<file path="src/fpk_pkg.sv">
`default_nettype none

package fpk_pkg;

    // operation codes carried in the input tuser field
    typedef enum logic [1:0] {
        ACT_DOWNPASS = 2'd0,
        ACT_UPPASS   = 2'd1,
        ACT_TIP      = 2'd2,
        ACT_INSCOST  = 2'd3
    } t_action;

    // fixed field widths of the stream payload
    localparam int ACTION_BITS = 2;
    localparam int LIMIT_BITS  = 16;
    localparam int OUT_CNT_BITS = 16;

    // applicable mask after reset: every state but inapplicable
    localparam logic [31:0] MASK_RESET = 32'd2046;

    // status produced by the set logic for one character
    typedef struct packed {
        logic changed;
        logic count_step;
        logic is_cost;
    } t_set_flags;

endpackage

`default_nettype wire

</file>
<file path="src/fpk_set_logic.sv">
`default_nettype none

module fpk_set_logic #(
    parameter int STATE_BITS = 11
) (
    input  fpk_pkg::t_action       i_action,
    input  logic [STATE_BITS-1:0]  i_left,
    input  logic [STATE_BITS-1:0]  i_right,
    input  logic [STATE_BITS-1:0]  i_node,
    input  logic [STATE_BITS-1:0]  i_parent,
    input  logic [STATE_BITS-1:0]  i_old,
    input  logic [STATE_BITS-1:0]  i_mask,
    output logic [STATE_BITS-1:0]  o_new_set,
    output fpk_pkg::t_set_flags    o_flags
);

    localparam logic [STATE_BITS-1:0] INAPPLIC_ONLY = STATE_BITS'(1);

    logic [STATE_BITS-1:0] lr_and;
    logic [STATE_BITS-1:0] lr_or;
    logic [STATE_BITS-1:0] np_and;
    logic                  l_app;
    logic                  r_app;
    logic                  n_app;
    logic                  p_app;

    // shared terms
    assign lr_and = i_left & i_right;
    assign lr_or  = i_left | i_right;
    assign np_and = i_node & i_parent;
    assign l_app  = |(i_left & i_mask);
    assign r_app  = |(i_right & i_mask);
    assign n_app  = |(i_node & i_mask);
    assign p_app  = |(i_parent & i_mask);

    // per-action set rules
    always_comb begin
        o_new_set          = '0;
        o_flags.changed    = 1'b0;
        o_flags.count_step = 1'b0;
        o_flags.is_cost    = 1'b0;
        unique case (i_action)
            fpk_pkg::ACT_DOWNPASS: begin
                if (|lr_and) begin
                    o_new_set = lr_and;
                end else if (l_app && r_app) begin
                    o_new_set          = lr_or & i_mask;
                    o_flags.count_step = 1'b1;
                end else begin
                    o_new_set = lr_or;
                end
                o_flags.changed = (o_new_set != i_old);
            end
            fpk_pkg::ACT_UPPASS: begin
                if (np_and == i_parent) begin
                    o_new_set = np_and;
                end else if (|lr_and) begin
                    o_new_set = i_node | (i_parent & lr_or);
                end else if (p_app && n_app) begin
                    o_new_set = (i_node | i_parent) & i_mask;
                end else begin
                    o_new_set = i_node | i_parent;
                end
                o_flags.changed = (o_new_set != i_old);
            end
            fpk_pkg::ACT_TIP: begin
                if ((i_node != INAPPLIC_ONLY) && (|np_and)) begin
                    o_new_set = np_and;
                end else begin
                    o_new_set = i_old;
                end
                o_flags.changed = (o_new_set != i_old);
            end
            fpk_pkg::ACT_INSCOST: begin
                // disjoint clipped subtree costs one insertion
                o_flags.count_step = ~|(i_node & lr_or);
                o_flags.is_cost    = 1'b1;
            end
        endcase
    end

endmodule

`default_nettype wire

</file>
<file path="src/fitch_parsimony_character_kernel.sv">
`default_nettype none

// Fitch parsimony character kernel: one character per stream transaction, selected by
// tuser (downpass / root, uppass final, tip resolve, insertion cost). The block takes
// one transaction every cycle unless the result stream stalls; each result passes through
// the input register, then the set logic and run counter feed the result register.
// s_axis_tready drops only while both registers hold data and m_axis_tready is low.
// The step or cost count saturates at its all-ones value and, with the all-same flag,
// restarts after each transaction carrying tlast. The applicable mask is loaded through
// the cfg channel, which is always ready; write it only while the block is empty.
module fitch_parsimony_character_kernel #(
    parameter int STATE_BITS = 11,
    parameter int COUNT_BITS = 16,
    localparam int IN_RAW = 5 * STATE_BITS + fpk_pkg::LIMIT_BITS,
    localparam int IN_W   = ((IN_RAW + 7) / 8) * 8,
    localparam int OUT_RAW = STATE_BITS + fpk_pkg::OUT_CNT_BITS + 3,
    localparam int OUT_W   = ((OUT_RAW + 7) / 8) * 8
) (
    input  logic                               i_clk,
    input  logic                               i_rst_n,
    // configuration: applicable mask
    input  logic                               i_cfg_valid,
    output logic                               o_cfg_ready,
    input  logic [STATE_BITS-1:0]              i_cfg_data,
    // input stream
    input  logic                               s_axis_tvalid,
    output logic                               s_axis_tready,
    // left_set, right_set, node_set, parent_set, old_set, cost_limit, zero pad
    input  logic [IN_W-1:0]                    s_axis_tdata,
    // action
    input  logic [fpk_pkg::ACTION_BITS-1:0]    s_axis_tuser,
    input  logic                               s_axis_tlast,
    // result stream
    output logic                               m_axis_tvalid,
    input  logic                               m_axis_tready,
    // new_set, changed, running_count, over_limit, all_same, zero pad
    output logic [OUT_W-1:0]                   m_axis_tdata,
    output logic                               m_axis_tlast
);

    localparam int SB  = STATE_BITS;
    localparam int LB  = fpk_pkg::LIMIT_BITS;
    localparam int OCB = fpk_pkg::OUT_CNT_BITS;
    localparam int CMP_W = (COUNT_BITS > LB) ? COUNT_BITS : LB;
    localparam int WIDE_W = (CMP_W > OCB) ? CMP_W : OCB;

    // configuration register
    logic [SB-1:0] r_mask;

    // input register
    logic                 r_in_valid;
    fpk_pkg::t_action     r_in_action;
    logic [SB-1:0]        r_in_left;
    logic [SB-1:0]        r_in_right;
    logic [SB-1:0]        r_in_node;
    logic [SB-1:0]        r_in_parent;
    logic [SB-1:0]        r_in_old;
    logic [LB-1:0]        r_in_limit;
    logic                 r_in_last;

    // run state
    logic [COUNT_BITS-1:0] r_cnt;
    logic [COUNT_BITS-1:0] n_cnt;
    logic                  r_unch;
    logic                  n_unch;

    // result register
    logic                 r_out_valid;
    logic [SB-1:0]        r_out_set;
    logic                 r_out_changed;
    logic [OCB-1:0]       r_out_count;
    logic                 r_out_over;
    logic                 r_out_same;
    logic                 r_out_last;

    logic                 in_fire;
    logic                 advance;
    logic [SB-1:0]        new_set;
    fpk_pkg::t_set_flags  flags;
    logic [WIDE_W-1:0]    cnt_wide;
    logic                 over;

    // handshake: the stage advances whenever the result register is free
    assign advance       = r_in_valid && (!r_out_valid || m_axis_tready);
    assign s_axis_tready = !r_in_valid || advance;
    assign in_fire       = s_axis_tvalid && s_axis_tready;
    assign o_cfg_ready   = 1'b1;

    // mask write
    always_ff @(posedge i_clk) begin
        if (!i_rst_n) begin
            r_mask <= SB'(fpk_pkg::MASK_RESET);
        end else if (i_cfg_valid) begin
            r_mask <= i_cfg_data;
        end
    end

    // input register
    always_ff @(posedge i_clk) begin
        if (!i_rst_n) begin
            r_in_valid <= 1'b0;
        end else if (in_fire) begin
            r_in_valid <= 1'b1;
        end else if (advance) begin
            r_in_valid <= 1'b0;
        end
    end

    always_ff @(posedge i_clk) begin
        if (in_fire) begin
            r_in_action <= fpk_pkg::t_action'(s_axis_tuser);
            r_in_left   <= s_axis_tdata[0*SB +: SB];
            r_in_right  <= s_axis_tdata[1*SB +: SB];
            r_in_node   <= s_axis_tdata[2*SB +: SB];
            r_in_parent <= s_axis_tdata[3*SB +: SB];
            r_in_old    <= s_axis_tdata[4*SB +: SB];
            r_in_limit  <= s_axis_tdata[5*SB +: LB];
            r_in_last   <= s_axis_tlast;
        end
    end

    // set rules
    fpk_set_logic #(
        .STATE_BITS (SB)
    ) u_set_logic (
        .i_action  (r_in_action),
        .i_left    (r_in_left),
        .i_right   (r_in_right),
        .i_node    (r_in_node),
        .i_parent  (r_in_parent),
        .i_old     (r_in_old),
        .i_mask    (r_mask),
        .o_new_set (new_set),
        .o_flags   (flags)
    );

    // saturating count and all-same tracking
    always_comb begin
        n_cnt = r_cnt;
        if (flags.count_step && (r_cnt != {COUNT_BITS{1'b1}})) begin
            n_cnt = r_cnt + COUNT_BITS'(1);
        end
        n_unch = r_unch && !flags.changed;
    end

    assign cnt_wide = WIDE_W'(n_cnt);
    assign over     = flags.is_cost && (CMP_W'(n_cnt) > CMP_W'(r_in_limit));

    // run state update, restarted after the closing character
    always_ff @(posedge i_clk) begin
        if (!i_rst_n) begin
            r_cnt  <= '0;
            r_unch <= 1'b1;
        end else if (advance) begin
            if (r_in_last) begin
                r_cnt  <= '0;
                r_unch <= 1'b1;
            end else begin
                r_cnt  <= n_cnt;
                r_unch <= n_unch;
            end
        end
    end

    // result register
    always_ff @(posedge i_clk) begin
        if (!i_rst_n) begin
            r_out_valid <= 1'b0;
        end else if (advance) begin
            r_out_valid <= 1'b1;
        end else if (m_axis_tready) begin
            r_out_valid <= 1'b0;
        end
    end

    always_ff @(posedge i_clk) begin
        if (advance) begin
            r_out_set     <= new_set;
            r_out_changed <= flags.changed;
            r_out_count   <= cnt_wide[OCB-1:0];
            r_out_over    <= over;
            r_out_same    <= n_unch;
            r_out_last    <= r_in_last;
        end
    end

    // result packing
    assign m_axis_tvalid = r_out_valid;
    assign m_axis_tlast  = r_out_last;
    assign m_axis_tdata  = OUT_W'({r_out_same, r_out_over, r_out_count,
                                   r_out_changed, r_out_set});

endmodule

`default_nettype wire

</file>
<file path="config.mk">
export PLATFORM = sky130hd
export DESIGN_NAME = fitch_parsimony_character_kernel
export DESIGN_NICKNAME = d
export VERILOG_FILES = /design/src/fpk_pkg.sv /design/src/fpk_set_logic.sv /design/src/fitch_parsimony_character_kernel.sv
export SDC_FILE = /design/constraint.sdc
export NUM_CORES = 1
export LEC_CHECK = 0
export ABC_AREA = 1
export BUFFER_PORTS_ARGS = -buffer_cell sky130_fd_sc_hd__buf_2
export CORE_MARGIN = 5
export CORE_UTILIZATION = 57
export DETAILED_ROUTE_END_ITERATION = 10
export MAX_ROUTING_LAYER = met4
export PLACE_DENSITY_LB_ADDON = 0.3
export SYNTH_ARGS = -nofsm -noshare
export SYNTH_HDL_FRONTEND = slang
export SYNTH_HIERARCHICAL = 1
export SYNTH_SLANG_ARGS = --single-unit
</file>
<file path="constraint.sdc">
create_clock -name i_clk -period 4.14 [get_ports i_clk]
set_clock_uncertainty 0.1 [all_clocks]
set_input_delay 0.207 -clock i_clk [delete_from_list [all_inputs] [get_ports i_clk]]
set_output_delay 0.207 -clock i_clk [all_outputs]
set_load 0.01 [all_outputs]
</file>
# Yosys cells after proc, flatten, opt, wreduce, memory -nomap -nowiden
# Cells that the tools add are included.
dict set report op_classes {
  magnitude_cmp 1
  mux 22
  n_addsub 1
  bitwise 13
  n_reduce_logical 24
  n_eq_ne 9
}
# cell count
set op_table {}
lappend op_table {{bitwise AND 11 bit} 10}
lappend op_table {{two-way mux 11 bit} 9}
lappend op_table {{OR reduction 11 bit} 7}
lappend op_table {{!= test 11 bit} 3}
lappend op_table {{OR 11 bit} 3}
lappend op_table {{case mux 11 bit (3 select lines)} 1}
lappend op_table {{two-way mux 16 bit} 2}
lappend op_table {{adder 16 x 1 -> 16 bit, second input constant} 1}
lappend op_table {{> comparator 16 bit} 1}
lappend op_table {{!= test 16 bit, second input constant} 1}
lappend op_table {{equality test 11 bit} 1}
lappend op_table {{!= test 11 x 1 -> 1 bit, second input constant} 1}
lappend op_table {{logical AND 1 bit} 8}
lappend op_table {{two-way mux 1 bit} 8}
lappend op_table {{equality test 2 bit, second input constant} 2}
lappend op_table {{logical NOT 1 bit} 4}
lappend op_table {{nonzero test 2 bit} 2}
lappend op_table {{case mux 1 bit (3 select lines)} 1}
lappend op_table {{equality test 2 x 1 -> 1 bit, second input constant} 1}
lappend op_table {{logical NOT 2 bit} 1}
lappend op_table {{logical OR 1 bit} 2}
lappend op_table {{case mux 1 bit (2 select lines)} 1}
dict set report totals {
  regBits 135
}

# Longest topological paths before layout
# Gate-level depths: netlist (run 1).
dict set report logic_depth {
  depth_word 12
  ltp_mapped 24
  mapped_depth_nobuf 23
}

# Modules after synthesis
# The synthesis (run 1) kept the hierarchy.
# module seq_area_each_um2 n_inst area_per_inst_um2 cells_each
set by_module_without_submodules {}
lappend by_module_without_submodules {fitch_parsimony_character_kernel 3753.6 1 5412.7 471}
lappend by_module_without_submodules {fpk_set_logic 0.0 1 2367.3 489}

# Worst setup path before layout (run 1)
# Ideal clock, no wire load.
dict set report synth_timing {
  path_kind {reg-to-reg}
  startpoint {register r_in_right[6]}
  endpoint {register r_out_over (data pin)}
  t_arrival_ns 2.847
  path_stages_with_launch 23
  t_required_ns 3.783
  slack_ns 0.936
  path_cell_list {edfxtp_1 nand2_2 nand2_2 nor2_4 nand3_4 buf_6 buf_6 nor3_1 a31oi_1 nor2_1 inv_1 nor2_2 nand2_1 nor2_1 nand3_2 nand2_1 inv_1 ha_1 nand4_1 nor3_1 nand3_1 nand2_1 a21oi_1}
}
# element line_no
set synth_rtl {}
lappend synth_rtl {{start: declaration} fitch_parsimony_character_kernel.sv:54} ;# logic [SB-1:0] r_in_right;
lappend synth_rtl {{start signal: assignment} fitch_parsimony_character_kernel.sv:113} ;# r_in_right <= s_axis_tdata[1*SB +: SB];
lappend synth_rtl {{end signal: assignment} fitch_parsimony_character_kernel.sv:181} ;# r_out_over <= over;
lappend synth_rtl {{end: declaration} fitch_parsimony_character_kernel.sv:72} ;# logic r_out_over;

==> summary.txt, run 1 <==
Clock tree
  • H-tree level count: 4
  • Clock net sink count: 135
  • Post-cts sizing count: 0
  • # hold bufs at CTS: 95
  • Clk Tree Root Cell: sky130_fd_sc_hd__clkbuf_16
  • Clock latency of the later-clocked register in the worst-skew pair: 0.43 ns
  • Clock transition at the register clock pins on the worst setup and hold paths after CTS: 0.06 ns
  • Clock Path Buffers: 2
  • Buffer count from post-CTS setup fixing: 0
  • CTS tree: built
  • Inserted Clock Buffers: 17

Final layout
  • Ant diodes: 0
  • Fraction of final layout cells with drive strength greater than 1: 0.198
  • Post-layout nets: 1293
  • Area of combinational cells with multiple inputs: 3410 um^2
  • Post-route cell area: 10000 um^2
  • # fillers: 947
  • Area growth from synthesis to layout: 28.7%
  • Post-Layout Cell Count: 1369
  • Area used by sequential logic in the layout: 3750 um^2

Min path
  • Worst hold start: i_rst_n
  • Class of the worst hold path: primary input to register

Detailed routing
  • Average detailed-routed wire length per instance: 16.2 um
  • Starting DRT DRC Count: 727
  • DRC violation count after routing: 0
  • Remaining number of nets flagged by the antenna check after routing: 0
  • Total routed wirelength: 22200 um
  • Via density per instance: 5.35
  • First-pass iteration count of the detailed router: 6
  • Number of vias in the routed layout: 7326

Die
  • Initial Util: 0.585
  • Vertical die dimension: 127 um
  • Die X: 127 um
  • Num rows: 42
  • Die Footprint: 16100 um^2
  • Area of the placeable core: 13300 um^2
  • I/O Pins: 127

Place
  • Placed instance area: 8500 um^2
  • Weighted congestion at the end of routability-driven global placement: 0.940
  • Setup slack after placement: 0.463 ns
  • Cells after DPL: 1242
  • Estimated wirelength of the detail-placed design: 14200 um
  • Port Buffers: 122

Logic synthesis
  • Count of different cell masters after synthesis: 42
  • Synthesis-stage register bit count: 135
  • Area fraction of the dominant cell type after synthesis: 0.405
  • Share of synthesized area occupied by flip-flops and latches: 0.482
  • Most repeated cell in the gate-level netlist after synthesis: sky130_fd_sc_hd__nand2_1
  • Cells taking the most area after synthesis: sky130_fd_sc_hd__edfxtp_1, sky130_fd_sc_hd__nand2_1, sky130_fd_sc_hd__dfxtp_1
  • Async set-or-reset flop fraction in the synthesized netlist: 0
  • Synthesized area: 7780 um^2
  • Commonest cells post-synth: sky130_fd_sc_hd__nand2_1, sky130_fd_sc_hd__inv_1, sky130_fd_sc_hd__edfxtp_1
  • Main synth FF type: sky130_fd_sc_hd__edfxtp_1
  • Syn Inst Count: 960
  • Synth Warn #: 6
  • Synth area leader: sky130_fd_sc_hd__edfxtp_1
  • Number of enable flip-flop cells after synthesis: 105
  • Average size of a mapped cell: 8.10 um^2

Timing
  • Clock period minus worst slack: 3.79 ns
  • # setup viols final: 0
  • Max-slew headroom at the worst pin: 0.364
  • Setup TNS after final layout: 0 ns
  • Final setup slack of the worst path: 0.349 ns
  • Number of hold violations in the final report: 0
  • Slew at the pin with the worst max-slew slack: 0.952 ns
  • Share of the cycle needed by the critical path after routing: 0.916
  • Peak clock frequency supported by timing: 0.264 GHz
  • Count of final max-slew check failures: 0
  • Unrepaired setup endpoints after global routing: no

Critical path
  • CP max FO: 4
  • Reg-to-reg critical path startpoint: r_in_left[4]
  • Required time of the worst setup path: 4.21 ns
  • Startpoint types: register
  • Critical Path Sink Type: register
  • Arr. time, crit path: 3.86 ns
  • Critical path class: register to register
  • Startpoint of the worst setup timing path: r_in_left[4]
  • Flop2flop setup slack: 0.35 ns

Global route
  • Maximum number of pins on one net before global-route repair: 41
  • Vias in the first global route: 7127
  • Number of antenna violations at the first check in global routing: 0
  • Global router's overall resource usage: 0.290
  • Global-route wire length before repair: 35700 um
  • Overflow left after global routing: 0

Power and ir drop
  • Total leakage power: 4.73 nW
  • Power density over the cells: 351 nW/um^2
  • Worst supply voltage drop on vdd: 0.361 mV

Run
  • Max-cap check violation count: 0

Outcome
  • Outcome: finished clean
## worst paths after layout
check / to / cells past startpoint
max: r_out_over / 17
min: r_mask[7] / 2
max reg2reg: r_out_over / 17
min reg2reg: m_axis_tlast / 0
## critical path: stages (launching register included)
cell and delay, ns:
sky130_fd_sc_hd__edfxtp_1 0.43, sky130_fd_sc_hd__nor2_1 0.24, sky130_fd_sc_hd__o21ai_0 0.14, sky130_fd_sc_hd__nor4_1 0.44, sky130_fd_sc_hd__a31oi_1 0.13, sky130_fd_sc_hd__nor2_1 0.24
sky130_fd_sc_hd__nand2_1 0.11, sky130_fd_sc_hd__nor2_1 0.10, sky130_fd_sc_hd__nand2_1 0.13, sky130_fd_sc_hd__nor2_1 0.19, sky130_fd_sc_hd__nand3_2 0.10, sky130_fd_sc_hd__nand2_1 0.09
sky130_fd_sc_hd__inv_1 0.06, sky130_fd_sc_hd__ha_1 0.30, sky130_fd_sc_hd__a21oi_1 0.16, sky130_fd_sc_hd__o21ai_0 0.10, sky130_fd_sc_hd__a21oi_1 0.34, sky130_fd_sc_hd__a21oi_1 0.12
## cell type report
| class | instances | area share |
|---|---|---|
| clock inverter | 14 | 0.0121 |
| clock buffer | 18 | 0.0439 |
| inverter | 120 | 0.0451 |
| multi-input combinational | 681 | 0.340 |
| sequential | 135 | 0.375 |
| tap | 176 | 0.0220 |
| timing repair buffer | 225 | 0.162 |
## report_power, final
part | leakage [nW] | switching (mW) | internal, mW
Combinational | 3.22 | 0.271 | 0.199
Clock | 0.265 | 0.600 | 0.843
Sequential | 1.25 | 0.0580 | 1.54
## stage by stage
| step | util | total power [mW] | hold slack (ns) |
|---|---|---|---|
| after floorplan | - | 1.87 | 0.206 |
| after global placement | 0.639 | 1.99 | 0.283 |
| after detailed placement | 0.639 | 2.00 | 0.285 |
| after CTS | 0.753 | 3.49 | 0.000818 |
| after global routing | 0.753 | 3.65 | 0.0284 |
| final | 0.753 | 3.51 | 0.000101 |
## registers in the layout, indices dropped and copies added (netlist names)
name / count
m_axis_tlast: 1
m_axis_tvalid: 1
r_cnt: 16
r_in_action: 2
r_in_last: 1
r_in_left: 11
r_in_limit: 16
r_in_node: 11
r_in_old: 11
r_in_parent: 11
r_in_right: 11
r_in_valid: 1
r_mask: 11
r_out_changed: 1
r_out_count: 16
r_out_over: 1
r_out_same: 1
r_out_set: 11
r_unch: 1
## cell usage in the layout, fill, tap and decap left out, types with 2 or more instances in the layout
master and instances:
sky130_fd_sc_hd__a21oi_1 49, sky130_fd_sc_hd__and2_1 6, sky130_fd_sc_hd__buf_2 122, sky130_fd_sc_hd__buf_4 8
sky130_fd_sc_hd__clkbuf_16 17, sky130_fd_sc_hd__clkinv_1 3, sky130_fd_sc_hd__clkinv_2 3, sky130_fd_sc_hd__clkinvlp_4 4
sky130_fd_sc_hd__conb_1 3, sky130_fd_sc_hd__dfxtp_1 30, sky130_fd_sc_hd__dlygate4sd3_1 95, sky130_fd_sc_hd__edfxtp_1 105
sky130_fd_sc_hd__ha_1 22, sky130_fd_sc_hd__inv_1 109, sky130_fd_sc_hd__inv_2 9, sky130_fd_sc_hd__inv_6 5
sky130_fd_sc_hd__nand2_1 343, sky130_fd_sc_hd__nand2_2 16, sky130_fd_sc_hd__nand2_4 4, sky130_fd_sc_hd__nand3_1 72
sky130_fd_sc_hd__nand3_2 22, sky130_fd_sc_hd__nand3_4 2, sky130_fd_sc_hd__nand4_1 12, sky130_fd_sc_hd__nor2_1 62
sky130_fd_sc_hd__nor2_2 12, sky130_fd_sc_hd__nor2_4 4, sky130_fd_sc_hd__nor3_1 6, sky130_fd_sc_hd__nor4_4 2
sky130_fd_sc_hd__o211ai_1 5, sky130_fd_sc_hd__o21ai_0 14, sky130_fd_sc_hd__o21ai_1 9, sky130_fd_sc_hd__o22ai_1 4
sky130_fd_sc_hd__xor2_1 2
## logic make-up (layout without fill, tap and decap cells)
logic type,after synthesis,count (layout),synth area share
other cells,2,3,0.000965
compound gates,87,87,0.0603
xor+xnor,3,3,0.00338
fa+ha+maj,22,22,0.0354
flops,135,135,0.482
buf+inv,145,377,0.0802
simple gates,566,566,0.337
## metal layers
metal	vias to the layer above	track usage	wire length, um
li1	3552	-	-
met1	3317	0.383	9470
met2	399	0.449	10300
met3	58	0.0521	1880
met4	0	0.112	618
met5	-	-	0
No activity file was read; power rests on OpenSTA's default activity.
==> inputs of run 2 (changes only) <==
--- a/config.mk
+++ b/config.mk
@@ -9,3 +9,3 @@
 export BUFFER_PORTS_ARGS = -buffer_cell sky130_fd_sc_hd__buf_2
-export CORE_MARGIN = 5
+export CORE_MARGIN = 1
 export CORE_UTILIZATION = 57
==> constraint.sdc (replaced) <==
create_clock -name i_clk -period 3.75 [get_ports i_clk]
set_clock_uncertainty 0.1 [all_clocks]
set_input_delay 0.75 -clock i_clk [delete_from_list [all_inputs] [get_ports i_clk]]
set_output_delay 0.75 -clock i_clk [all_outputs]
set_load 0.01 [all_outputs]
==> summary.txt, run 2 (synthesis results as in run 1) <==
Critical path
  • Startpoint types: register (unchanged)
  • Critical path class: register to register (unchanged)
  • CP max FO: 4 (unchanged)
  • Arr. time, crit path: 3.63 ns (was 3.86 ns)
  • Reg-to-reg critical path startpoint: r_in_left[2] (was r_in_left[4])
  • R2r worst-path depth: 18 (was 17)
  • Critical Path Sink Type: register (unchanged)
  • Required time of the worst setup path: 3.82 ns (was 4.21 ns)
  • Startpoint of the worst setup timing path: r_in_left[2] (was r_in_left[4])

Detailed routing
  • First-pass iteration count of the detailed router: 5 (was 6)
  • Starting DRT DRC Count: 583 (was 727)
  • Average detailed-routed wire length per instance: 15.0 um (was 16.2 um)
  • Via density per instance: 5.29 (was 5.35)
  • Number of vias in the routed layout: 6839 (was 7326)
  • DRC violation count after routing: 0 (unchanged)
  • Total routed wirelength: 19400 um (was 22200 um)
  • Remaining number of nets flagged by the antenna check after routing: 0 (unchanged)

Clock tree
  • Clock Path Buffers: 2 (unchanged)
  • Clock net sink count: 135 (unchanged)
  • Clock transition at the register clock pins on the worst setup and hold paths after CTS: 0.06 ns (about the same)
  • CTS tree: built (unchanged)
  • Clock latency of the later-clocked register in the worst-skew pair: 0.42 ns (was 0.43 ns)
  • Inserted Clock Buffers: 17 (unchanged)
  • H-tree level count: 4 (unchanged)
  • Clk Tree Root Cell: sky130_fd_sc_hd__clkbuf_16 (unchanged)
  • # hold bufs at CTS: 0 (was 95)

Final layout
  • Fraction of final layout cells with drive strength greater than 1: 0.236 (was 0.198)
  • Post-layout utilization of the core: 0.693 (was 0.753)
  • Area of combinational cells with multiple inputs: 3460 um^2 (was 3410 um^2)
  • Most frequent cells in the layout: sky130_fd_sc_hd__nand2_1, sky130_fd_sc_hd__buf_2, sky130_fd_sc_hd__inv_1 (unchanged)
  • Area used by sequential logic in the layout: 3750 um^2 (unchanged)
  • Post-layout nets: 1216 (was 1293)
  • Most common cell after layout, fill and taps aside: sky130_fd_sc_hd__nand2_1 (unchanged)
  • # fillers: 1094 (was 947)
  • Area growth from synthesis to layout: 18.4% (was 28.7%)
  • Ant diodes: 0 (unchanged)
  • Largest registers: r_cnt x16, r_in_limit x16, r_out_count x16 (unchanged)

Global route
  • Maximum number of pins on one net before global-route repair: 52 (was 41)
  • Vias in the first global route: 6319 (was 7127)
  • Global-route wire length before repair: 31100 um (was 35700 um)
  • Number of antenna violations at the first check in global routing: 0 (unchanged)
  • Global router's overall resource usage: 0.293 (was 0.290)
  • Overflow left after global routing: 0 (unchanged)

Power and ir drop
  • Final Total Pwr: 3.65 mW (was 3.51 mW)
  • Part of the total power dissipated in the clock network: 0.395 (was 0.411)
  • Switching power summed over all nets: 936 uW (was 929 uW)
  • Total leakage power: 4.43 nW (was 4.73 nW)
  • Worst supply voltage drop on vdd: 0.338 mV (was 0.361 mV)
  • Switching part of the total: 0.256 (was 0.265)
  • Internal cell power: 2.71 mW (was 2.58 mW)
  • Part of the total power dissipated in sequential elements: 0.482 (was 0.455)
  • Power density over the cells: 396 nW/um^2 (was 351 nW/um^2)
  • Combinational Power Share: 0.123 (was 0.134)

Die
  • Vertical die dimension: 119 um (was 127 um)
  • Die Footprint: 14100 um^2 (was 16100 um^2)
  • I/O Pins: 127 (unchanged)
  • Die X: 119 um (was 127 um)
  • Initial Util: 0.585 (unchanged)
  • Num rows: 42 (unchanged)
  • Area of the placeable core: 13300 um^2 (unchanged)

Timing
  • Unrepaired setup endpoints after global routing: no (unchanged)
  • Slew at the pin with the worst max-slew slack: 0.805 ns (was 0.952 ns)
  • Peak clock frequency supported by timing: 0.281 GHz (was 0.264 GHz)
  • Share of the cycle needed by the critical path after routing: 0.949 (was 0.916)
  • Count of final max-slew check failures: 0 (unchanged)
  • Max-slew headroom at the worst pin: 0.463 (was 0.364)
  • Clock period minus worst slack: 3.56 ns (was 3.79 ns)
  • Setup TNS after final layout: 0 ns (unchanged)
  • # setup viols final: 0 (unchanged)
  • Number of hold violations in the final report: 0 (unchanged)

Place
  • Estimated wirelength of the detail-placed design: 14300 um (was 14200 um)
  • Port Buffers: 122 (unchanged)
  • Weighted congestion at the end of routability-driven global placement: 0.996 (was 0.940)

Min path
  • Class of the worst hold path: register to register (was primary input to register)
  • Worst hold start: r_in_last (was i_rst_n)
  • Worst hold path stage count: 0 (was 2)

Outcome
  • Outcome: finished clean (unchanged)

Run
  • Max-cap check violation count: 0 (unchanged)
## run 2: cell count changes in the layout (fill, tap and decap cells not counted), moves of 3 or more
cell                            before  now
sky130_fd_sc_hd__buf_4               8   25
sky130_fd_sc_hd__nor2_2             12   20
sky130_fd_sc_hd__nor2_1             62   52
sky130_fd_sc_hd__dlygate4sd3_1      95    0
sky130_fd_sc_hd__clkbuf_1            0    3
sky130_fd_sc_hd__inv_6               5    1
## run 2: repair_timing
item,4_1_cts,5_1_grt
endpoints found under the setup margin,0,1
setup buffers,0,2
resized for setup,0,17
## run 2: worst max-delay path, stage by stage (launching register included)
cell and delay (ns):
sky130_fd_sc_hd__edfxtp_1 0.45, sky130_fd_sc_hd__nor2_4 0.16, sky130_fd_sc_hd__o22ai_1 0.10, sky130_fd_sc_hd__nor4_2 0.37, sky130_fd_sc_hd__a31oi_1 0.16, sky130_fd_sc_hd__nor2_2 0.21, sky130_fd_sc_hd__nand2_1 0.09, sky130_fd_sc_hd__nor2_1 0.13
sky130_fd_sc_hd__nand2_2 0.13, sky130_fd_sc_hd__nor2_2 0.15, sky130_fd_sc_hd__nand2_1 0.07, sky130_fd_sc_hd__nand2_1 0.08, sky130_fd_sc_hd__nand2_1 0.05, sky130_fd_sc_hd__inv_1 0.08, sky130_fd_sc_hd__ha_1 0.25, sky130_fd_sc_hd__a21oi_1 0.20
sky130_fd_sc_hd__o21ai_0 0.15, sky130_fd_sc_hd__a21oi_2 0.26, sky130_fd_sc_hd__a21oi_1 0.10
## run 2: area by class of cell
class	instances	area share
sequential	135	0.407
inverter	120	0.0490
clock inverter	11	0.00638
multi-input combinational	681	0.375
clock buffer	21	0.0489
tap	176	0.0239
timing repair buffer	148	0.0888
## run 2: per-layer routing
layer / track usage / wire length, um / up-vias
met5: - / 0 / -
li1: - / - / 3406
met4: 0.110 / 367 / 0
met3: 0.0565 / 1430 / 31
met2: 0.430 / 8700 / 333
met1: 0.404 / 8880 / 3069
## run 2: worst paths after layout
path	to	slack [ns]
worst max-delay path	r_out_over	0.19
worst max register to register	r_out_over	0.19
worst min-delay path	m_axis_tlast	0.38
worst min register to register	m_axis_tlast	0.38
## run 2: through the flow
stage          worst slack [ns]  instance area (um^2)  hold WS, ns  std cells
2_1_floorplan             0.546                  7780        0.348        961
3_3_place_gp              0.108                  8630        0.359       1258
3_5_place_dp             0.0636                  8630        0.361       1258
4_1_cts                 0.00214                  9140        0.373       1290
5_1_grt                 0.00133                  9210        0.389       1292
6_report                  0.191                  9210        0.375       1292
## run 2: power groups by stage
stage | registers (mW) | clock network, mW | logic, mW
floorplan | 1.79 | 0 | 0.275
global placement | 1.78 | 0 | 0.427
detailed placement | 1.79 | 0 | 0.436
CTS | 1.76 | 1.46 | 0.441
global route | 1.77 | 1.52 | 0.501
finish | 1.76 | 1.44 | 0.449
==> inputs of run 3 (changes only) <==
SYNTH_HIERARCHICAL = unset   (was 1)
==> summary.txt, run 3 <==
Power and ir drop
  • Combinational Power Share: 0.108 (was 0.123)
  • Worst supply voltage drop on vdd: 0.377 mV (was 0.338 mV)
  • Switching part of the total: 0.254 (was 0.256)
  • Power density over the cells: 433 nW/um^2 (was 396 nW/um^2)
  • Part of the total power dissipated in sequential elements: 0.463 (was 0.482)
  • Switching power summed over all nets: 963 uW (was 936 uW)
  • Internal cell power: 2.83 mW (was 2.71 mW)
  • Part of the total power dissipated in the clock network: 0.428 (was 0.395)
  • Final Total Pwr: 3.79 mW (was 3.65 mW)
  • Total leakage power: 4.14 nW (was 4.43 nW)

Logic synthesis
  • Share of synthesized area occupied by flip-flops and latches: 0.507 (was 0.482)
  • Cells taking the most area after synthesis: sky130_fd_sc_hd__edfxtp_1, sky130_fd_sc_hd__nand2_1, sky130_fd_sc_hd__dfxtp_1 (unchanged)
  • Area fraction of the dominant cell type after synthesis: 0.426 (was 0.405)
  • Commonest cells post-synth: sky130_fd_sc_hd__nand2_1, sky130_fd_sc_hd__inv_1, sky130_fd_sc_hd__edfxtp_1 (unchanged)
  • Synthesis-stage register bit count: 135 (unchanged)
  • Most repeated cell in the gate-level netlist after synthesis: sky130_fd_sc_hd__nand2_1 (unchanged)
  • Async set-or-reset flop fraction in the synthesized netlist: 0 (unchanged)
  • Main synth FF type: sky130_fd_sc_hd__edfxtp_1 (unchanged)
  • Number of enable flip-flop cells after synthesis: 105 (unchanged)
  • Synth Warn #: 0 (was 6)
  • Synth area leader: sky130_fd_sc_hd__edfxtp_1 (unchanged)
  • Average size of a mapped cell: 8.37 um^2 (was 8.10 um^2)
  • Count of different cell masters after synthesis: 43 (was 42)
  • Synthesized area: 7410 um^2 (was 7780 um^2)
  • Syn Inst Count: 885 (was 960)

Critical path
  • Critical path class: register to register (unchanged)
  • Largest delay contributor family on the critical path: compound AO/OA/AOI/OAI gates (was simple AND/OR/NAND/NOR gates)
  • Crit path buffers/inverters: 2 (was 1)
  • Reg-to-reg critical path startpoint: r_in_right[5] (was r_in_left[2])
  • Flop2flop setup slack: 0.22 ns (was 0.19 ns)
  • Worst reg2reg path endpoint: r_out_over (unchanged)
  • Chain of cells forming the critical path: nor2_1, inv_1, a21oi_1, o221ai_1, nor3_1, nand3_1, a21oi_4, nand2_4, nor2_4, nand3_2, xor2_1, inv_2, ha_1, a21oi_1, o221ai_2, a221oi_1, a211oi_1 (was nor2_4, o22ai_1, nor4_2, a31oi_1, nor2_2, nand2_1, nor2_1, nand2_2, nor2_2, nand2_1, nand2_1, nand2_1, inv_1, ha_1, a21oi_1, o21ai_0, a21oi_2, a21oi_1)
  • Critical Path Sink Type: register (unchanged)
  • CP max FO: 6 (was 4)
  • Required time of the worst setup path: 3.81 ns (was 3.82 ns)
  • Cell with the biggest individual delay on the critical path: sky130_fd_sc_hd__edfxtp_1 (unchanged)
  • Delay contributed by the slowest stage of the critical path: 0.41 ns (was 0.45 ns)
  • Startpoint types: register (unchanged)
  • R2r worst-path depth: 17 (was 18)
  • Arr. time, crit path: 3.59 ns (was 3.63 ns)
  • Cell repeated most along the worst path: sky130_fd_sc_hd__a21oi_1 (was sky130_fd_sc_hd__nand2_1)

Clock tree
  • # hold bufs at CTS: 0 (unchanged)
  • Clock net sink count: 135 (unchanged)
  • Post-cts sizing count: 0 (unchanged)
  • Clock transition at the register clock pins on the worst setup and hold paths after CTS: 0.06 ns (about the same)
  • H-tree level count: 4 (unchanged)
  • Buffer count from post-CTS setup fixing: 0 (unchanged)
  • Inserted Clock Buffers: 17 (unchanged)
  • Clock Path Buffers: 2 (unchanged)
  • CTS tree: built (unchanged)
  • Clock latency of the later-clocked register in the worst-skew pair: 0.43 ns (was 0.42 ns)
  • Clk Tree Root Cell: sky130_fd_sc_hd__clkbuf_16 (unchanged)

Die
  • Initial Util: 0.585 (about the same)
  • I/O Pins: 127 (unchanged)
  • Num rows: 41 (was 42)
  • Die Footprint: 13500 um^2 (was 14100 um^2)
  • Area of the placeable core: 12700 um^2 (was 13300 um^2)
  • Vertical die dimension: 116 um (was 119 um)
  • Die X: 116 um (was 119 um)

Detailed routing
  • Average detailed-routed wire length per instance: 14.9 um (was 15.0 um)
  • Starting DRT DRC Count: 722 (was 583)
  • Total routed wirelength: 17800 um (was 19400 um)
  • Via density per instance: 5.26 (was 5.29)
  • First-pass iteration count of the detailed router: 5 (unchanged)
  • Number of vias in the routed layout: 6285 (was 6839)
  • DRC violation count after routing: 0 (unchanged)
  • Remaining number of nets flagged by the antenna check after routing: 0 (unchanged)

Timing
  • Number of hold violations in the final report: 0 (unchanged)
  • Peak clock frequency supported by timing: 0.283 GHz (was 0.281 GHz)
  • Clock period minus worst slack: 3.53 ns (was 3.56 ns)
  • # setup viols final: 0 (unchanged)
  • Setup TNS after final layout: 0 ns (unchanged)
  • Slew at the pin with the worst max-slew slack: 0.605 ns (was 0.805 ns)
  • Unrepaired setup endpoints after global routing: no (unchanged)
  • Share of the cycle needed by the critical path after routing: 0.942 (was 0.949)
  • Count of final max-slew check failures: 0 (unchanged)
  • Max-slew headroom at the worst pin: 0.596 (was 0.463)

Outcome
  • Outcome: finished clean (unchanged)

Min path
  • WHS Endpoint: r_unch (was m_axis_tlast)
  • Worst hold path stage count: 2 (was 0)
  • Worst hold start: r_unch (was r_in_last)
  • Class of the worst hold path: register to register (unchanged)

Place
  • Estimated wirelength of the detail-placed design: 13200 um (was 14300 um)
  • Placed instance area: 8160 um^2 (was 8630 um^2)
  • Port Buffers: 122 (unchanged)
  • Weighted congestion at the end of routability-driven global placement: 0.966 (was 0.996)

Final layout
  • Post-route cell area: 8750 um^2 (was 9210 um^2)
  • Fraction of final layout cells with drive strength greater than 1: 0.205 (was 0.236)
  • Most common cell after layout, fill and taps aside: sky130_fd_sc_hd__nand2_1 (unchanged)
  • Area growth from synthesis to layout: 18.1% (was 18.4%)
  • Largest registers: r_cnt x16, r_in_limit x16, r_out_count x16 (unchanged)
  • Post-layout nets: 1122 (was 1216)
  • Most frequent cells in the layout: sky130_fd_sc_hd__nand2_1, sky130_fd_sc_hd__buf_2, sky130_fd_sc_hd__inv_1 (unchanged)

Global route
  • Global router's overall resource usage: 0.287 (was 0.293)
  • Global-route wire length before repair: 27600 um (was 31100 um)
  • Maximum number of pins on one net before global-route repair: 60 (was 52)
  • Vias in the first global route: 5553 (was 6319)
  • Number of antenna violations at the first check in global routing: 0 (unchanged)
  • Overflow left after global routing: 0 (unchanged)

Run
  • Max-cap check violation count: 0 (unchanged)
-- run 3: changes by cell type in the layout (fill, tap and decap cells not counted), sizes merged, moves of 5 or more --
cell / change
nand2: -51
o21ai: +8
nor2: -29
nor3: +5
buf: -18
nand3: -36
a21oi: +13
clkinv: -5
xor2: +8
-- run 3: area by class of cell --
type | count | area (um^2)
inverter | 116 | 438
multi-input combinational | 610 | 3080
clock buffer | 17 | 425
timing repair buffer | 130 | 683
tap | 172 | 215
fill | 1077 | 3920
antenna | 1 | 2.50
clock inverter | 15 | 154
sequential | 135 | 3750
-- run 3: metrics by stage --
step / hold slack [ns] / utilization / setup slack [ns] / instances
2_1_floorplan: 0.341 / - / 0.760 / 886
3_3_place_gp: 0.352 / 0.644 / 0.235 / 1163
3_5_place_dp: 0.364 / 0.644 / 0.147 / 1163
4_1_cts: 0.378 / 0.690 / 0.153 / 1195
5_1_grt: 0.380 / 0.691 / 0.0107 / 1195
6_report: 0.374 / 0.691 / 0.218 / 1196
-- run 3: power groups by stage --
stage               Sequential (mW)  Clock (mW)  Combinational, mW
detailed placement             1.78           0              0.402
global placement               1.78           0              0.395
floorplan                      1.78           0              0.258
finish                         1.76        1.62              0.411
global route                   1.76        1.70              0.461
CTS                            1.75        1.64              0.406
-- run 3: kinds of logic (layout without fill, tap and decap cells) --
group	count (synthesis)	in the layout	synth area share
buffers and inverters	141	278	0.0792
flip-flops	135	135	0.507
AND/OR/NAND/NOR	458	458	0.274
adder cells (fa/ha/maj)	21	21	0.0355
XOR/XNOR	13	13	0.0154
AO/OA/AOI/OAI	115	115	0.0882
other	2	4	0.00101
-- run 3: worst max path at each step --
stage,start,endpoint,slack [ns],cells after the start
global route,r_in_right[5],r_out_over,0.01,17
CTS,r_in_right[4],r_out_over,0.15,19
global placement,r_in_right[4],r_out_over,0.24,19
finish,r_in_right[5],r_out_over,0.22,17
floorplan,m_axis_tready,r_in_action[0],0.76,4
detailed placement,r_in_right[4],r_out_over,0.15,19
-- run 3: worst register-to-register path: stages (launching register included) --
cell	delay [ns]
sky130_fd_sc_hd__edfxtp_1	0.41
sky130_fd_sc_hd__nor2_1	0.17
sky130_fd_sc_hd__inv_1	0.08
sky130_fd_sc_hd__a21oi_1	0.18
sky130_fd_sc_hd__o221ai_1	0.16
sky130_fd_sc_hd__nor3_1	0.20
sky130_fd_sc_hd__nand3_1	0.15
sky130_fd_sc_hd__a21oi_4	0.22
sky130_fd_sc_hd__nand2_4	0.13
sky130_fd_sc_hd__nor2_4	0.12
sky130_fd_sc_hd__nand3_2	0.09
sky130_fd_sc_hd__xor2_1	0.17
sky130_fd_sc_hd__inv_2	0.07
sky130_fd_sc_hd__ha_1	0.31
sky130_fd_sc_hd__a21oi_1	0.19
sky130_fd_sc_hd__o221ai_2	0.16
sky130_fd_sc_hd__a221oi_1	0.28
sky130_fd_sc_hd__a211oi_1	0.07
-- run 3: metal layers --
| metal | vias up | track usage | share of wire |
|---|---|---|---|
| met5 | - | - | 0 |
| li1 | 3153 | - | - |
| met4 | 0 | 0.101 | 0.018 |
| met2 | 305 | 0.415 | 0.44 |
| met1 | 2801 | 0.390 | 0.46 |
| met3 | 26 | 0.0737 | 0.088 |
